[src/sv/pcd_pkg.sv]
// ----------------------------------------------------------------------------
// pcd_pkg
// Shared types and constants for the polyline coordinate decoder.
// ----------------------------------------------------------------------------
`default_nettype none

package pcd_pkg;

  localparam int unsigned CharW      = 8;
  localparam int unsigned LimitW     = 31;
  localparam int unsigned ValueW     = 32;
  localparam int unsigned CountW     = 3;
  localparam int unsigned ChunkW     = 5;
  localparam int unsigned OutSumW    = 40;
  localparam int unsigned CfgIndexW  = 2;

  localparam logic [CountW-1:0] MaxChunks  = 3'd7;
  localparam logic [CharW-1:0]  ChunkBias  = 8'd63;
  localparam logic [CharW-1:0]  CloseBound = 8'd95;
  localparam logic [CharW-1:0]  Backslash  = 8'd92;

  localparam logic [LimitW-1:0] LatLimitReset = 31'd9000000;
  localparam logic [LimitW-1:0] LonLimitReset = 31'd18000000;

  // Configuration register indexes.
  localparam logic [CfgIndexW-1:0] CFG_UNESCAPE  = 2'd0;
  localparam logic [CfgIndexW-1:0] CFG_LAT_LIMIT = 2'd1;
  localparam logic [CfgIndexW-1:0] CFG_LON_LIMIT = 2'd2;

  typedef enum logic [1:0] {
    ST_MID   = 2'd0,
    ST_DONE  = 2'd1,
    ST_ERROR = 2'd2
  } status_t;

  typedef struct packed {
    logic                    unescape_en;
    logic [LimitW-1:0]       lat_limit;
    logic [LimitW-1:0]       lon_limit;
  } cfg_t;

  typedef struct packed {
    logic signed [OutSumW-1:0] lat_sum;
    logic signed [OutSumW-1:0] lon_sum;
    logic                      has_location;
    status_t                   status;
    logic                      final_result;
  } res_t;

endpackage

`default_nettype wire

[src/sv/polyline_coordinate_decoder_core.sv]
// ----------------------------------------------------------------------------
// polyline_coordinate_decoder_core
// Streaming decoder for encoded polyline text with integer coordinates.
// ----------------------------------------------------------------------------
//  Channel  Direction  Handshake            Payload
//  in       input      in_valid/in_stall    char_code, last_char
//  out      output     out_valid/out_stall  lat_sum, lon_sum, has_location,
//                                           status, final_result
//  cfg      input      cfg_we               cfg_index, cfg_wdata
//
//  One character item per cycle unless a full result register is stalled:
//  input register, decode logic, then the result register, which is loaded
//  only when an item completes a location or ends in an error.
//  The decode stage's running-sum adder and limit compare set the cycle time.
//  A full result register that is stalled holds the decode stage and then
//  the input register. Synchronous active-low reset clears all polyline
//  state and loads the default limits.
// ----------------------------------------------------------------------------
`default_nettype none

module polyline_coordinate_decoder_core
  import pcd_pkg::*;
#(
  parameter int unsigned SUM_BITS = 40
) (
  input  wire logic                  clk,
  input  wire logic                  rst_n,
  input  wire logic                  in_valid,
  output logic                       in_stall,
  input  wire logic [CharW-1:0]      in_char_code,
  input  wire logic                  in_last_char,
  output logic                       out_valid,
  input  wire logic                  out_stall,
  output logic signed [OutSumW-1:0]  out_lat_sum,
  output logic signed [OutSumW-1:0]  out_lon_sum,
  output logic                       out_has_location,
  output logic [1:0]                 out_status,
  output logic                       out_final_result,
  input  wire logic                  cfg_we,
  input  wire logic [CfgIndexW-1:0]  cfg_index,
  input  wire logic [LimitW-1:0]     cfg_wdata
);

  cfg_t             cfg_r;
  logic             s1_valid;
  logic [CharW-1:0] s1_char;
  logic             s1_last;
  logic             can_load;
  logic             fire;
  logic             res_emit;
  res_t             res;
  res_t             res_out;

  always_ff @(posedge clk) begin
    if (!rst_n) begin
      cfg_r.unescape_en <= 1'b0;
      cfg_r.lat_limit   <= LatLimitReset;
      cfg_r.lon_limit   <= LonLimitReset;
    end else if (cfg_we) begin
      case (cfg_index)
        CFG_UNESCAPE:  cfg_r.unescape_en <= cfg_wdata[0];
        CFG_LAT_LIMIT: cfg_r.lat_limit   <= cfg_wdata;
        CFG_LON_LIMIT: cfg_r.lon_limit   <= cfg_wdata;
        default: ;
      endcase
    end
  end

  // The decode stage runs whenever it holds an item and the result register can take its output.
  assign fire = s1_valid && can_load;

  pcd_in_reg u_in (
    .clk          (clk),
    .rst_n        (rst_n),
    .in_valid     (in_valid),
    .in_stall     (in_stall),
    .in_char_code (in_char_code),
    .in_last_char (in_last_char),
    .take         (fire),
    .s1_valid     (s1_valid),
    .s1_char      (s1_char),
    .s1_last      (s1_last)
  );

  pcd_decode #(
    .SUM_BITS (SUM_BITS)
  ) u_dec (
    .clk       (clk),
    .rst_n     (rst_n),
    .fire      (fire),
    .char_code (s1_char),
    .last_char (s1_last),
    .cfg       (cfg_r),
    .res_emit  (res_emit),
    .res       (res)
  );

  pcd_out_reg u_out (
    .clk       (clk),
    .rst_n     (rst_n),
    .load      (fire && res_emit),
    .res_in    (res),
    .can_load  (can_load),
    .out_valid (out_valid),
    .out_stall (out_stall),
    .res_out   (res_out)
  );

  assign out_lat_sum      = res_out.lat_sum;
  assign out_lon_sum      = res_out.lon_sum;
  assign out_has_location = res_out.has_location;
  assign out_status       = res_out.status;
  assign out_final_result = res_out.final_result;

`ifndef SYNTH
  a_stall_only_full: assert property (@(posedge clk) disable iff (!rst_n)
    in_stall |-> (s1_valid && out_valid && out_stall))
    else $error("core: input stalled without a blocked result");

  a_no_fire_blocked: assert property (@(posedge clk) disable iff (!rst_n)
    (out_valid && out_stall) |=> (out_valid && $stable(out_final_result)))
    else $error("core: held result changed under stall");

  a_status_code: assert property (@(posedge clk) disable iff (!rst_n)
    out_valid |-> (out_has_location || out_status == ST_ERROR))
    else $error("core: result with neither location nor error");
`endif

endmodule

`default_nettype wire

[src/sv/pcd_in_reg.sv]
// ----------------------------------------------------------------------------
// pcd_in_reg
// Input register stage: captures one character item and holds it until the
// decode stage consumes it.
// ----------------------------------------------------------------------------
`default_nettype none

module pcd_in_reg
  import pcd_pkg::*;
(
  input  wire logic             clk,
  input  wire logic             rst_n,
  input  wire logic             in_valid,
  output logic                  in_stall,
  input  wire logic [CharW-1:0] in_char_code,
  input  wire logic             in_last_char,
  input  wire logic             take,
  output logic                  s1_valid,
  output logic [CharW-1:0]      s1_char,
  output logic                  s1_last
);

  logic             valid_r, valid_nxt;
  logic [CharW-1:0] char_r;
  logic             last_r;
  logic             load;

  // The stage may refill in the same cycle that the decode stage takes it.
  assign in_stall = valid_r && !take;
  assign load     = in_valid && !in_stall;

  always_comb begin
    valid_nxt = valid_r;
    if (load) begin
      valid_nxt = 1'b1;
    end else if (take) begin
      valid_nxt = 1'b0;
    end
  end

  always_ff @(posedge clk) begin
    if (!rst_n) begin
      valid_r <= 1'b0;
    end else begin
      valid_r <= valid_nxt;
    end
  end

  always_ff @(posedge clk) begin
    if (load) begin
      char_r <= in_char_code;
      last_r <= in_last_char;
    end
  end

  assign s1_valid = valid_r;
  assign s1_char  = char_r;
  assign s1_last  = last_r;

endmodule

`default_nettype wire

[src/sv/pcd_decode.sv]
// ----------------------------------------------------------------------------
// pcd_decode
// Per-character decode: chunk merge, zigzag undo, limit check and running
// sums, with the per-polyline state registers.
// ----------------------------------------------------------------------------
`default_nettype none

module pcd_decode
  import pcd_pkg::*;
#(
  parameter int unsigned SUM_BITS = 40
) (
  input  wire logic             clk,
  input  wire logic             rst_n,
  input  wire logic             fire,
  input  wire logic [CharW-1:0] char_code,
  input  wire logic             last_char,
  input  wire cfg_t             cfg,
  output logic                  res_emit,
  output res_t                  res
);

  logic [ValueW-1:0]          accum_r, accum_nxt;
  logic [CountW-1:0]          count_r, count_nxt;
  logic                       want_lon_r, want_lon_nxt;
  logic signed [ValueW-1:0]   pend_lat_r, pend_lat_nxt;
  logic signed [SUM_BITS-1:0] lat_total_r, lat_total_nxt;
  logic signed [SUM_BITS-1:0] lon_total_r, lon_total_nxt;
  logic                       esc_r, esc_nxt;
  logic                       disc_r, disc_nxt;

  logic [ChunkW-1:0]          chunk;
  logic [ChunkW-1:0]          shamt;
  logic [ValueW-1:0]          merged;
  logic signed [ValueW-1:0]   half;
  logic signed [ValueW-1:0]   delta;
  logic [ValueW-1:0]          mag;
  logic                       lat_ok;
  logic                       lon_ok;
  logic                       is_bs;
  logic                       closes;
  logic signed [SUM_BITS-1:0] lat_new;
  logic signed [SUM_BITS-1:0] lon_new;

  // Datapath shared by every branch below.
  assign chunk  = char_code[ChunkW-1:0] - ChunkBias[ChunkW-1:0];
  assign shamt  = ({2'b00, count_r} << 2) + {2'b00, count_r};
  assign merged = accum_r | (ValueW'(chunk) << shamt);
  assign half   = $signed(merged) >>> 1;
  assign delta  = merged[0] ? ~half : half;
  assign mag    = delta[ValueW-1] ? (ValueW'(0) - delta) : delta;
  assign lat_ok = mag <= {1'b0, cfg.lat_limit};
  assign lon_ok = mag <= {1'b0, cfg.lon_limit};
  assign is_bs  = char_code == Backslash;
  assign closes = char_code < CloseBound;
  assign lat_new = lat_total_r + SUM_BITS'(pend_lat_r);
  assign lon_new = lon_total_r + SUM_BITS'(delta);

  always_comb begin
    logic err;
    logic restart;
    logic go;
    err           = 1'b0;
    restart       = 1'b0;
    go            = 1'b0;
    accum_nxt     = accum_r;
    count_nxt     = count_r;
    want_lon_nxt  = want_lon_r;
    pend_lat_nxt  = pend_lat_r;
    lat_total_nxt = lat_total_r;
    lon_total_nxt = lon_total_r;
    esc_nxt       = esc_r;
    disc_nxt      = disc_r;
    res_emit      = 1'b0;
    res           = '0;
    res.status    = ST_MID;

    if (disc_r) begin
      // Skip the rest of a failed polyline up to its last character.
      if (last_char) begin
        restart  = 1'b1;
        disc_nxt = 1'b0;
      end
    end else begin
      if (esc_r) begin
        esc_nxt = 1'b0;
        if (!is_bs) begin
          err = 1'b1;
        end else begin
          go = 1'b1;
        end
      end else if (cfg.unescape_en && is_bs) begin
        esc_nxt = 1'b1;
        err     = last_char;
      end else begin
        go = 1'b1;
      end

      if (go) begin
        if (count_r >= MaxChunks) begin
          err = 1'b1;
        end else if (!closes) begin
          accum_nxt = merged;
          count_nxt = count_r + 3'd1;
          err       = last_char;
        end else begin
          accum_nxt = '0;
          count_nxt = '0;
          if (!want_lon_r) begin
            if (last_char || !lat_ok) begin
              err = 1'b1;
            end else begin
              pend_lat_nxt = delta;
              want_lon_nxt = 1'b1;
            end
          end else if (!lon_ok) begin
            err = 1'b1;
          end else begin
            want_lon_nxt     = 1'b0;
            lat_total_nxt    = lat_new;
            lon_total_nxt    = lon_new;
            res_emit         = 1'b1;
            res.lat_sum      = OutSumW'(lat_new);
            res.lon_sum      = OutSumW'(lon_new);
            res.has_location = 1'b1;
            res.status       = last_char ? ST_DONE : ST_MID;
            res.final_result = last_char;
            restart          = last_char;
          end
        end
      end

      if (err) begin
        res_emit         = 1'b1;
        res              = '0;
        res.status       = ST_ERROR;
        res.final_result = 1'b1;
        restart          = 1'b1;
        disc_nxt         = !last_char;
      end
    end

    if (restart) begin
      accum_nxt     = '0;
      count_nxt     = '0;
      want_lon_nxt  = 1'b0;
      pend_lat_nxt  = '0;
      lat_total_nxt = '0;
      lon_total_nxt = '0;
      esc_nxt       = 1'b0;
    end
  end

  always_ff @(posedge clk) begin
    if (!rst_n) begin
      accum_r     <= '0;
      count_r     <= '0;
      want_lon_r  <= 1'b0;
      pend_lat_r  <= '0;
      lat_total_r <= '0;
      lon_total_r <= '0;
      esc_r       <= 1'b0;
      disc_r      <= 1'b0;
    end else if (fire) begin
      accum_r     <= accum_nxt;
      count_r     <= count_nxt;
      want_lon_r  <= want_lon_nxt;
      pend_lat_r  <= pend_lat_nxt;
      lat_total_r <= lat_total_nxt;
      lon_total_r <= lon_total_nxt;
      esc_r       <= esc_nxt;
      disc_r      <= disc_nxt;
    end
  end

`ifndef SYNTH
  // While skipping a failed polyline, the value and pair state stay cleared.
  a_disc_clean: assert property (@(posedge clk) disable iff (!rst_n)
    disc_r |-> (!esc_r && count_r == '0 && !want_lon_r && accum_r == '0))
    else $error("pcd_decode: state not cleared while discarding");

  a_err_final: assert property (@(posedge clk) disable iff (!rst_n)
    (fire && res_emit && res.status == ST_ERROR) |->
      (res.final_result && !res.has_location))
    else $error("pcd_decode: error result not marked final");

  a_final_restart: assert property (@(posedge clk) disable iff (!rst_n)
    (fire && res_emit && res.final_result) |=>
      (lat_total_r == '0 && lon_total_r == '0 && !want_lon_r))
    else $error("pcd_decode: polyline state kept after final result");

  a_location_pair: assert property (@(posedge clk) disable iff (!rst_n)
    (fire && res_emit && res.has_location) |-> want_lon_r)
    else $error("pcd_decode: location given without a pending latitude");
`endif

endmodule

`default_nettype wire

[src/sv/pcd_out_reg.sv]
// ----------------------------------------------------------------------------
// pcd_out_reg
// Result register: holds one decoded item until the consumer takes it.
// ----------------------------------------------------------------------------
`default_nettype none

module pcd_out_reg
  import pcd_pkg::*;
(
  input  wire logic clk,
  input  wire logic rst_n,
  input  wire logic load,
  input  wire res_t res_in,
  output logic      can_load,
  output logic      out_valid,
  input  wire logic out_stall,
  output res_t      res_out
);

  logic valid_r, valid_nxt;
  res_t res_r;

  assign can_load = !valid_r || !out_stall;

  always_comb begin
    valid_nxt = valid_r;
    if (load) begin
      valid_nxt = 1'b1;
    end else if (valid_r && !out_stall) begin
      valid_nxt = 1'b0;
    end
  end

  always_ff @(posedge clk) begin
    if (!rst_n) begin
      valid_r <= 1'b0;
    end else begin
      valid_r <= valid_nxt;
    end
  end

  always_ff @(posedge clk) begin
    if (load) begin
      res_r <= res_in;
    end
  end

  assign out_valid = valid_r;
  assign res_out   = res_r;

endmodule

`default_nettype wire
[config.mk]
export PLATFORM = sky130hd
export DESIGN_NAME = polyline_coordinate_decoder_core
export DESIGN_NICKNAME = d
export VERILOG_FILES = /design/src/sv/pcd_pkg.sv /design/src/sv/polyline_coordinate_decoder_core.sv /design/src/sv/pcd_in_reg.sv /design/src/sv/pcd_decode.sv /design/src/sv/pcd_out_reg.sv
export SDC_FILE = /design/constraint.sdc
export NUM_CORES = 1
export LEC_CHECK = 0
export ABC_AREA = 1
export BUFFER_PORTS_ARGS = -buffer_cell sky130_fd_sc_hd__clkbuf_2
export CAP_MARGIN = 20
export CORE_ASPECT_RATIO = 0.75
export CORE_MARGIN = 4
export CORE_UTILIZATION = 65
export CTS_BUF_LIST = sky130_fd_sc_hd__clkbuf_8
export CTS_CLUSTER_DIAMETER = 80
export DETAILED_ROUTE_END_ITERATION = 8
export PLACE_DENSITY = 0.81
export SYNTH_ARGS = -nofsm -noshare
export SYNTH_HDL_FRONTEND = slang
export SYNTH_SLANG_ARGS = --single-unit
[constraint.sdc]
create_clock -name clk -period 16.7 [get_ports clk]
set_input_delay 5.01 -clock clk [delete_from_list [all_inputs] [get_ports clk]]
set_output_delay 5.01 -clock clk [all_outputs]
set_load 0.01 [all_outputs]
# Yosys cells after proc, flatten, opt, wreduce, memory -nomap -nowiden
# Cells that the tools add are included.
# totals
register_bits,308
elab_cells,164
input_bits,47
output_inout_bits,86
# op_classes
eq_ne,7
add_sub_neg,6
reduce_logical,31
shifts,1
muxes,88
order_cmp,4
n_bitwise,6
# op_table
op,n
$mux 40,14
$mux 32,14
$add 40x32->40,2
$le 32x31->1,2
$mux 1,49
$not 31->32,1
$or 32x32->32,1
$shl 5x5->32,1
$sub 1x32->32 const A,1
$mux 3,10
$reduce_and 7->1,2
$reduce_bool 2->1,6
$eq 8x7->1 const B,1
$lt 8x7->1 const B,1
$ne 2x2->1 const B,4
$reduce_and 2->1,4
$reduce_or 7->1,1
$logic_and 1x1->1,6
$logic_not 1->1,6
$reduce_or 6->1,1
$add 5x3->5,1
$reduce_and 5->1,1
$sub 5x5->5 const B,1
$mux 4,1
other kinds (8),12

# Logic depth before layout (Yosys ltp)
# Gate-level depths: netlist of run 1.
# depth
word_depth,20
depth_mapped,44
mapped_depth_nobuf,43

# Cells and area by module
# A second synthesis of run 1 with hierarchy kept.
# unflattened
cells_unflattened,3076
area_unflattened_um2,21150.3
# by_module_without_submodules
module,area_per_inst_um2,n_inst,cells_each
pcd_decode,15698.8,1,2589
polyline_coordinate_decoder_core,2566.2,1,381
pcd_out_reg,2565.0,1,89
pcd_in_reg,320.3,1,17

# Worst setup path before layout of run 1
# Ideal clock, no wire load.
# synth_path
path_kind,input to output
from,input out_stall
to,output in_stall
required_ns,11.690
path_stages,2
arrival_ns,5.272
slack_ns,6.418
path_cell_list,nand2_1 nor2_1
# synth_between
elab_chain_len,5
# synth_lines
item,line_no,rtl
from (decl),polyline_coordinate_decoder_core.sv:33,"input wire logic out_stall,"
$logic_not 1->1,pcd_out_reg.sv:23,assign can_load = !valid_r || !out_stall;
$logic_or 1x1->1,pcd_out_reg.sv:23,
$logic_and 1x1->1,polyline_coordinate_decoder_core.sv:70,assign fire = s1_valid && can_load;
$logic_not 1->1,pcd_in_reg.sv:29,assign in_stall = valid_r && !take;
$logic_and 1x1->1,pcd_in_reg.sv:29,
to (decl),polyline_coordinate_decoder_core.sv:29,"output logic in_stall,"
# Every way passes these cells.

# Worst setup path in the final report of run 1
# Same ends and word-level chain as after synthesis.

==> impl_metrics.json, run 1 <==
{
  "crit_family": "buffers and inverters",
  "crit_path_start": "out_stall",
  "rows": 54,
  "grt_pass1_vias": 17100,
  "syn_nets": 2919,
  "grt_max_degree": 84,
  "syn_inst": 2723,
  "antenna_cells": 0,
  "critical_path_class": "in2out",
  "syn_area_um2": 19600,
  "setup_viol": 0,
  "r2r_start": "u_dec.count_r[0]",
  "cap_viol_max_count": 0,
  "finalNetCount": 3023,
  "cts.sinks": 307,
  "vias_per_cell": 5.74,
  "ys_types": 63,
  "drt-total-wl_um": 56100,
  "synth_edf_count": 93,
  "finalPower_uw": 2560,
  "layout_setup_ws_ns": 6.25,
  "path_clk_slew_ns": 0.06,
  "min_period_ns": 10.45,
  "antenna_found_initial": 1,
  "fin_worst_skew_ns": 0.0233,
  "slew_headroom_pct": 31.4,
  "hold_viol": 0,
  "gp_routability_congestion": 0.972,
  "syn2layout_area_growth_pct": 10.0,
  "drv_slew": 0,
  "place_ws_ns": 6.24,
  "dp_hpwl_um": 41000,
  "crit_slowest_cell": "clkbuf_2",
  "rsz0062_at_grt": "false",
  "slowest_delay_ns": 0.15,
  "arrival_ns": 5.44,
  "regArea_um2": 7080,
  "vias": 18700,
  "holdCritPathClass": "reg2reg",
  "cp_data_required_time_ns": 11.69,
  "status": "finished, final reports clean",
  "die_area_um2": 33100,
  "gr-usage-all-layers_pct": 32.9,
  "start_util_pct": 66.7,
  "synth_flop_cell": "dfxtp_1",
  "timing.final.crit_share_pct": 62.6,
  "clk_path_buf_depth": 3,
  "clk_latency_ns": 0.61,
  "synth-seq-cells": 307,
  "cts_made_buffers": 50,
  "gr-total-overflow": 0,
  "die_y_um": 158,
  "end_kind": "output port",
  "core-area_um2": 29400,
  "timing.critical_path.mode_cell": "clkbuf_2",
  "fill_cells": 2370,
  "io_pins": 133,
  "finalSetupTns_ns": 0,
  "drt_iter0_markers": 2278,
  "rrSetupSlack_ns": 9.17,
  "cts-root-buf": "clkbuf_8",
  "tritoncts": "done",
  "port-buffer-count": 132,
  "cts_resized": 0,
  "h-tree-depth": 2,
  "layout-drive-gt1-share_pct": 11.9,
  "timing.critical_path.cells": "clkbuf_2, nand2_1, nor2_1, clkbuf_2",
  "ant_nets": 0,
  "yosysWarningCount": 0,
  "path_buf_inv": 2,
  "post_cts_buffers": 0,
  "tightest_slew_ns": 1.02,
  "cts.hold.buffers_added": 0,
  "ir_drop_mv": 0.0878,
  "multi_input_area_um2": 10800,
  "yosysSeqAreaShare_pct": 36.1,
  "wl_per_cell_um": 17.2,
  "chipWidth_um": 209,
  "async_flop_share_pct": 0,
  "avgSynthCellArea_um2": 7.20,
  "path_max_fanout": 3,
  "p_leak_uw": 0.0101,
  "fmax_mhz": 95.7,
  "grt_pass1_wl_um": 88900,
  "hold_start": "u_dec.accum_r[30]",
  "dr.pass1.iters": 8,
  "drc": 0,
  "p_per_area_nw_per_um2": 118,
  "critPathLaunchType": "input pin"
}
[layout by cell type (no fill, tap or decap), types with 9 or more instances in the layout]
| master | instances |
|---|---|
| inv_2 | 19 |
| a31oi_1 | 15 |
| xor2_1 | 51 |
| o21ai_0 | 100 |
| clkinv_2 | 9 |
| o21bai_1 | 9 |
| edfxtp_1 | 93 |
| buf_4 | 13 |
| nand4_1 | 57 |
| clkbuf_8 | 61 |
| inv_1 | 313 |
| a21oi_1 | 217 |
| o211ai_1 | 17 |
| o21a_1 | 11 |
| dfxtp_1 | 214 |
| xnor2_1 | 41 |
| o21ai_1 | 13 |
| nor2_1 | 493 |
| nand2_1 | 520 |
| nand3_1 | 139 |
| nor3_1 | 28 |
| clkbuf_2 | 132 |
| ha_1 | 147 |
| nor2_2 | 17 |
| nand2_2 | 32 |
[where the power goes]
group          total [uW]  leakage [uW]  switching (uW)  internal [uW]
registers             846       0.00269            29.3            816
logic                 943       0.00678             647            296
clock network         767      0.000641             326            441
total                2560        0.0101            1000           1550
[Yosys cell counts (30+ instances only)]
cell type,n,area (um^2)
nand2_1,520,1950
nor2_1,493,1850
inv_1,303,1140
a21oi_1,217,1090
dfxtp_1,214,4280
ha_1,147,1840
nand3_1,139,696
o21ai_0,100,500
edfxtp_1,93,2790
nand4_1,57,357
xor2_1,51,447
xnor2_1,41,359
clkbuf_1,37,139
buf_2,34,170
nand2_2,32,200
nor3_1,30,150
[flip-flops by register name (all words and copies together) (netlist names), 3 cells and up]
name / flops
u_dec.pend_lat_r: 31
u_out.res_out: 84
u_in.s1_char: 8
u_dec.lat_total_r: 40
u_dec.count_r: 3
u_dec.lon_total_r: 40
cfg_r: 63
u_dec.accum_r: 32
[worst min-delay path: cells and delay by family (launching register included)]
family | cells | cell delay, ns
buffers and inverters | 1 | 0.06
DFF | 1 | 0.30
AOI/OAI and AO/OA | 1 | 0.06
[layout make-up]
cell class / instances / area share (%)
Clock buffer: 61 / 3.89
Tap cell: 392 / 2.27
Sequential cell: 307 / 32.8
Clock inverter: 32 / 1.51
Timing Repair Buffer: 147 / 3.73
Inverter: 326 / 5.70
Multi-Input combinational cell: 1995 / 50.1
[path summary, 6_finish.rpt]
path | end | cells after the start
max reg2reg | u_dec.lat_total_r[0] | 30
min reg2reg | u_dec.accum_r[30] | 2
max | in_stall | 4
min | u_dec.accum_r[30] | 2
[through the flow]
stage                     hold slack, ns  cells  util, %  area (um^2)
after global placement             0.434   3165     69.3        20400
after CTS                          0.455   3258     73.3        21500
after global routing               0.477   3260     73.4        21600
final                              0.457   3260     73.4        21600
after detailed placement           0.446   3165     69.3        20400
after floorplan                    0.425   2723        -        19600
[logic make-up (layout without fill, tap and decap cells)]
logic type                 count (synthesis)  after routing  synth area share [%]
xor gates and xnor gates                  97             97                  4.52
adders and majority gates                149            149                  9.58
DFF                                      307            307                  36.1
AOI/OAI and AO/OA                        419            419                  11.9
buffers and inverters                    421            566                  8.87
and+or+nand+nor                         1330           1330                  29.0
[layer usage]
layer	track usage (%)	part of all wire (%)	vias to the layer above	wire length (um)
li1	-	-	9103	-
met1	48.5	45	8593	25100
met2	50.4	42	911	23600
met3	6.09	11	112	5990
met4	8.35	2.5	0	1430
met5	0	0	-	0
No activity file was read; power rests on OpenSTA's default activity.
==> run 2, diff against run 1 <==
--- a/config.mk
+++ b/config.mk
@@ -10,11 +10,11 @@
 export CAP_MARGIN = 20
 export CORE_ASPECT_RATIO = 0.75
 export CORE_MARGIN = 4
-export CORE_UTILIZATION = 65
+export CORE_UTILIZATION = 64
 export CTS_BUF_LIST = sky130_fd_sc_hd__clkbuf_8
 export CTS_CLUSTER_DIAMETER = 80
 export DETAILED_ROUTE_END_ITERATION = 8
-export PLACE_DENSITY = 0.81
+export PLACE_DENSITY = 0.8
 export SYNTH_ARGS = -nofsm -noshare
 export SYNTH_HDL_FRONTEND = slang
 export SYNTH_SLANG_ARGS = --single-unit
==> constraint.sdc (replaced) <==
create_clock -name clk -period 9.7 [get_ports clk]
set_input_delay 2.91 -clock clk [delete_from_list [all_inputs] [get_ports clk]]
set_output_delay 2.91 -clock clk [all_outputs]
set_load 0.01 [all_outputs]
==> impl_metrics.json, run 2 (synthesized netlist as in run 1, its figures left out) <==
{
  "status": "finished, final reports clean",
  "clk_path_buf_depth": 3,
  "h-tree-depth": 2,
  "power.internal_uw": 2630,
  "fmax_mhz": 129,
  "use_met1_pct": 46.8,
  "post_cts_buffers": 0,
  "ir_drop_mv": 0.138,
  "rsz0062_at_grt": "false",
  "antenna_cells": 0,
  "cap_viol_max_count": 0,
  "r2r_start": "u_dec.count_r[0]",
  "die_y_um": 160,
  "crit_slowest_cell": "nor2_1",
  "antenna_found_initial": 0,
  "min_period_ns": 7.77,
  "holdCritPathClass": "reg2reg",
  "cts-root-buf": "clkbuf_8",
  "rrSetupSlack_ns": 1.93,
  "final_cell_mix": "nand2_1 (520), nor2_1 (493), inv_1 (307)",
  "hold_start": "u_dec.accum_r[29]",
  "end_kind": "flip-flop",
  "grt_max_degree": 84,
  "p_leak_uw": 0.0101,
  "fin_worst_skew_ns": 0.0426,
  "start_util_pct": 64.9,
  "critical_path_class": "reg2reg",
  "arrival_ns": 8.29,
  "wl_per_cell_um": 17.0,
  "drc": 0,
  "clkPwrFrac_pct": 29.2,
  "timing.final.crit_share_pct": 80.1,
  "dp_hpwl_um": 41100,
  "p_comb_share_pct": 37.2,
  "cts.hold.buffers_added": 0,
  "grt_pass1_vias": 17400,
  "power_switching_share_pct": 39.2,
  "finalNetCount": 3020,
  "vias": 18500,
  "io_pins": 133,
  "cp_data_required_time_ns": 10.23,
  "gp_routability_congestion": 1.04,
  "port-buffer-count": 132,
  "path_clk_slew_ns": 0.06,
  "tritoncts": "done",
  "gr-total-overflow": 0,
  "drt-total-wl_um": 55600,
  "ant_nets": 0,
  "p_per_area_nw_per_um2": 201,
  "clk_latency_ns": 0.62,
  "slowest_delay_ns": 0.81,
  "grt_pass1_wl_um": 89000,
  "grt_use_met2_pct": 48.7,
  "dpl.cell_count": 3170,
  "finalSetupTns_ns": 0,
  "drv_slew": 0,
  "fill_cells": 2480,
  "largest_reg_flops": 84,
  "layout-drive-gt1-share_pct": 11.8,
  "die_area_um2": 33500,
  "cts_made_buffers": 48,
  "hold_viol": 0,
  "crit_path_start": "u_dec.count_r[0]",
  "tightest_slew_ns": 1.07,
  "timing.critical_path.mode_cell": "nand2_1",
  "syn2layout_area_growth_pct": 9.82,
  "use_met3_pct": 7.88,
  "regArea_um2": 7080,
  "multi_input_area_um2": 10800,
  "gr-usage-all-layers_pct": 32.2,
  "layout_commonest_cell": "nand2_1",
  "cts.sinks": 307,
  "p_switching_uw": 1700,
  "cts_resized": 0,
  "finalNonFillerCells": 3263,
  "chipWidth_um": 210,
  "drt_iter0_markers": 2017,
  "path_max_fanout": 50,
  "rows": 55,
  "core-area_um2": 30200,
  "seqPwrFrac_pct": 33.6,
  "slew_headroom_pct": 28.2,
  "grt-busiest-layer": "met2",
  "dr.pass1.iters": 5,
  "vias_per_cell": 5.68,
  "setup_viol": 0,
  "critPathLaunchType": "flip-flop"
}
==> run 2: cell types whose count changed in the layout (fill, tap and decap cells not counted), sizes merged <==
cell and change:
buf -1, clkbuf -5, clkinv +8, inv -6
==> run 2: path summary, 6_finish.rpt <==
| kind | to | depth (start not counted) |
|---|---|---|
| worst max-delay path | u_dec.lat_total_r[35] | 31 |
| worst min-delay path | u_dec.accum_r[29] | 2 |
| worst max register to register | u_dec.lat_total_r[35] | 31 |
| worst min register to register | u_dec.accum_r[29] | 2 |
==> run 2: through the flow <==
step / hold slack (ns) / util, % / power, uW / cell area, um^2 / worst slack (ns)
after floorplan: 0.425 / - / 2630 / 19600 / 3.62
after global placement: 0.435 / 67.4 / 2970 / 20400 / 2.19
after detailed placement: 0.449 / 67.4 / 3030 / 20400 / 1.91
after CTS: 0.456 / 71.1 / 4290 / 21500 / 1.92
after global routing: 0.480 / 71.3 / 4590 / 21500 / 1.33
final: 0.454 / 71.3 / 4340 / 21500 / 1.93
==> run 2: worst max-delay path, delay by kind of cell, from the launching register on <==
family | cells | cell delay [ns]
DFF | 1 | 0.57
AOI/OAI and AO/OA | 1 | 0.16
and+or+nand+nor | 21 | 4.42
adders and majority gates | 3 | 0.67
xor gates and xnor gates | 2 | 0.77
buffers and inverters | 4 | 1.05
==> run 2: final cells by class <==
type	count	share of cell area, %
well taps	399	2.32
flip-flops and latches	307	32.8
inverters	326	5.71
clock inverters	34	1.59
clock buffers	56	3.58
repair buffers	146	3.77
multi-input cells	1995	50.2
==> run 2: power by group through the flow <==
stage               Sequential (uW)  Clock, uW  Combinational, uW
floorplan                      1470          0               1160
global route                   1460       1340               1780
finish                         1460       1270               1610
CTS                            1450       1280               1560
global placement               1480          0               1490
detailed placement             1480          0               1540
==> run 2: routing by layer <==
layer	share of wire (%)	up-vias	routed length [um]
met1	45	8514	25000
met4	1.9	0	1050
met5	0	-	0
li1	-	9101	-
met2	43	847	23600
met3	11	87	5870
